**config.mk**
```make
export PLATFORM = sky130hd
export DESIGN_NAME = rlt_ram
export DESIGN_NICKNAME = d
export VERILOG_FILES = /design/src/rlt_ram.sv
export SDC_FILE = /design/constraint.sdc
export NUM_CORES = 1
export LEC_CHECK = 0
export ABC_CLOCK_PERIOD_IN_PS = 5300
export BUFFER_PORTS_ARGS = -buffer_cell sky130_fd_sc_hd__buf_2
export CAP_MARGIN = 40
export CORE_MARGIN = 1.5
export CORE_UTILIZATION = 50
export DETAILED_ROUTE_END_ITERATION = 7
export PLACE_DENSITY = 0.65
export SETUP_SLACK_MARGIN = 0.2
export SYNTH_ARGS = -nofsm -noshare
export SYNTH_HDL_FRONTEND = slang
export SYNTH_SLANG_ARGS = --single-unit
export TNS_END_PERCENT = 100
```
**constraint.sdc**
```tcl
create_clock -name clk -period 5.3 [get_ports clk]
set_input_delay 0.795 -clock clk [delete_from_list [all_inputs] [get_ports clk]]
set_output_delay 0.795 -clock clk [all_outputs]
set_load 0.05 [all_outputs]
```
**src/rlt_ram.sv**
```systemverilog
// generic single port ram with registered read
module rlt_ram #(
  parameter int Width = 8,
  parameter int Depth = 16
) (
  input  logic                     clk,
  input  logic                     we,
  input  logic [$clog2(Depth)-1:0] addr,
  input  logic [Width-1:0]         wdata,
  output logic [Width-1:0]         rdata
);
  logic [Width-1:0] mem [Depth];
  always_ff @(posedge clk) begin
    if (we) mem[addr] <= wdata;
    rdata <= mem[addr];
  end
endmodule

```
Word level (Yosys, flattened, before mapping). Memories as Yosys holds them, arrays and structs flattened. A register that Yosys moved wholly into a read port is not among the register bits. Cells that the tools add are included.

Multiplexer cells: 2.

Operators by type and width (count): two-way mux 1 bit (2).

Register bits after elaboration: 0. RAM bits: 128. Output and inout bits: 8. Word-level logic and storage cells: 3. Memories kept: 1.

Memory list: mem (words 16, width 8, rd ports 1, clocked after memory_dff 1, write ports 1, line 12) `logic [Width-1:0] mem [Depth];`.

Logic depth before layout (Yosys ltp).
Depth after elaboration: 2. Mapped depth: 5. Mapped depth without buffers: 3.

Worst setup path before layout. Ideal clock, no wire load.

Path type: input-to-reg. Start point: input port addr[2]. End point: memory mem[0][0] (enable). Setup time: 383 ps. Arrival: 1905 ps. Required time: 4917 ps. Slack: 3012 ps. Stages: 2. Path buffers: 0. Cell sequence: or3b_2 -> nor3_1.

RTL lines: start: declaration (line 8) `input logic [$clog2(Depth)-1:0] addr,`; end: declaration (line 12).

No word-level cell before the write port.

Worst setup path in the final report.
Start point: input port addr[0]. End point: memory mem[3][7] (enable).

No word-level cell before the write port.

==> results.sh <==
export IMPL_slowest_delay_ps=580
export IMPL_clkLatencyLatePin_ps=510
export IMPL_clock_power_share=0.425
export IMPL_drive_gt1_frac=0.317
export IMPL_slew_headroom=0.487
export IMPL_track_usage=0.191
export IMPL_cp_end_kind="flop"
export IMPL_antenna_left=0
export IMPL_syn_nets=244
export IMPL_place_area_um2=5340
export IMPL_syn_inst=230
export IMPL_root_buffer="clkbuf_8"
export IMPL_finalCritPeriodShare=0.450
export IMPL_setup_viol=0
export IMPL_p_seq_frac=0.517
export IMPL_dr_pass1_iters=5
export IMPL_slowest_stage="nor2_1"
export IMPL_wl_per_cell_um=22.5
export IMPL_yosysWarnings=0
export IMPL_rrSetupSlack_ps=3920
export IMPL_grt_max_degree=27
export IMPL_die_y_um=104
export IMPL_worstPathCellList="buf_2 > buf_4 > nand2_1 > nor2_1"
export IMPL_status="completed"
export IMPL_p_per_area_nw_per_um2=400
export IMPL_worstPathMaxFanout=22
export IMPL_drc_errors=0
export IMPL_vias=2356
export IMPL_dieArea_um2=10700
export IMPL_clk_pin_slew_worst_paths_ps=60
export IMPL_seq_area_frac_synth=0.790
export IMPL_numCtsBuffers=17
export IMPL_use_met3=0.0554
export IMPL_antenna_found_initial=0
export IMPL_p_switching_mw=0.496
export IMPL_hold_buffers=0
export IMPL_antenna_cells=0
export IMPL_report_final_slew_viol_count=0
export IMPL_viasPerCell=5.73
export IMPL_post_cts_buffers=0
export IMPL_hold_violations=0
export IMPL_design_area_um2=5850
export IMPL_grt_busiest_layer="met1"
export IMPL_cts_num_sinks=136
export IMPL_fin_nets=279
export IMPL_clock_skew_final_ps=5.44
export IMPL_io_pins=22
export IMPL_grt_pass1_vias=2310
export IMPL_cts_path_max_buffers=2
export IMPL_fin_total_pwr_mw=2.34
export IMPL_syn_to_final_growth_pct=15.4
export IMPL_port_buffers=21
export IMPL_nFillCells=740
export IMPL_fin_crit_ps=2390
export IMPL_place_congestion=0.733
export IMPL_max_slew_worst_pin_slew_ps=764
export IMPL_grt_use_met1=0.289
export IMPL_coreArea_um2=9820
export IMPL_finalSetupTns_ps=0
export IMPL_min_path_type="input port to flop"
export IMPL_power_leakage_nw=1.90
export IMPL_crit_type="input port to flop"
export IMPL_tritoncts="yes"
export IMPL_grt_overflow=0
export IMPL_p_sw_frac=0.212
export IMPL_ys_ff_latch=136
export IMPL_intPower_mw=1.84
export IMPL_max_freq_mhz=419
export IMPL_dp_slack_ps=2290
export IMPL_netlist_area_um2=5070
export IMPL_start_util=0.516
export IMPL_avgSynthCellArea_um2=22.0
export IMPL_cts_max_level=4
export IMPL_setup_slack_ps=2910
export IMPL_cts_resized=0
export IMPL_rsz0062_at_grt="no"
export IMPL_die_w_um=104
export IMPL_grt_first_pass_wirelength_um=14300
export IMPL_cp_required_ps=5440
export IMPL_wl_um=9270
export IMPL_place_hpwl_um=5960
export IMPL_ir_drop_uv=188
export IMPL_rows=36
export IMPL_post_route_util=0.596
export IMPL_met2_usage=0.260
export IMPL_synth_cell_type_count=18
export IMPL_cp_start_kind="input port"
export IMPL_combinationalPowerShare=0.057
export IMPL_drt_iter0_drc=219
export IMPL_cp_arrival_ps=2530
export IMPL_drv_cap=0
-- placed cells by master, fill, tap and decap left out, drive strengths merged --
| cell | instances |
|---|---|
| dfxtp | 8 |
| nor2 | 13 |
| clkinvlp | 3 |
| nand2b | 2 |
| nand3 | 1 |
| mux4 | 32 |
| nor2b | 2 |
| buf | 27 |
| clkbuf | 23 |
| nand2 | 9 |
| or3b | 1 |
| clkinv | 6 |
| a22oi | 16 |
| and2 | 1 |
| nor3 | 4 |
| edfxtp | 128 |
| nand3b | 2 |
-- power groups by stage --
stage,Combinational [mW],Sequential (mW),Clock (mW)
2_1_floorplan,0.0619,1.26,0
3_3_place_gp,0.132,1.23,0
3_5_place_dp,0.136,1.23,0
4_1_cts,0.136,1.21,1.01
5_1_grt,0.144,1.21,1.06
6_report,0.134,1.21,0.994
-- stage by stage --
stage                     hold slack [ps]  std cells
after floorplan                       635        230
after global placement                679        375
after detailed placement              680        379
after CTS                             675        411
after global routing                  687        411
final                                 693        411
-- routing by layer --
metal	vias to the layer above	wire, um
met5	-	0
met4	0	165
met2	84	4220
met3	14	493
li1	1032	-
met1	1226	4380
-- path summary, 6_finish.rpt --
check / startpoint / endpoint / cells past startpoint
setup / recovery: addr[0] / mem[3][7] / 4
hold / removal: wdata[6] / mem[14][6] / 1
setup reg to reg: mem[8][7] / rdata[7] / 3
hold reg to reg: mem[11][6] / rdata[6] / 3
-- sequential cells by signal (all words and copies together), names as in the netlist --
register / flops
rdata: 8
mem: 128
-- worst max-delay path: cells and delay by family --
| kind | cells | cell delay, ps |
|---|---|---|
| buffers and inverters | 2 | 930 |
| AND/OR/NAND/NOR | 2 | 790 |
-- logic make-up after synthesis --
logic type	synth area share
multiplexers	0.142
AND/OR/NAND/NOR	0.0321
flip-flops	0.790
buffers and inverters	0.0119
AO/OA/AOI/OAI	0.0237
-- synth_stat cells --
cell type,instances,share of area
a22oi_1,16,0.024
and2_1,1,0.0012
buf_1,4,0.0030
buf_2,2,0.0020
buf_6,2,0.0044
clkbuf_1,2,0.0015
clkbuf_2,1,0.00099
dfxtp_1,8,0.032
edfxtp_1,128,0.76
mux4_2,32,0.14
nand2_1,9,0.0067
nand2b_1,2,0.0025
nand3_1,1,0.00099
nand3b_1,2,0.0030
nor2_1,13,0.0096
nor2b_1,2,0.0025
nor3_1,4,0.0040
or3b_2,1,0.0017
-- area by class of cell --
type,count,area (um2),area share
sequential,136,4000,0.685
clock inverter,9,52.6,0.00899
clock buffer,23,457,0.0781
multi-input combinational,83,1000,0.172
timing repair buffer,27,165,0.0282
tap,133,166,0.0285
(Power assumes the default switching activity.)
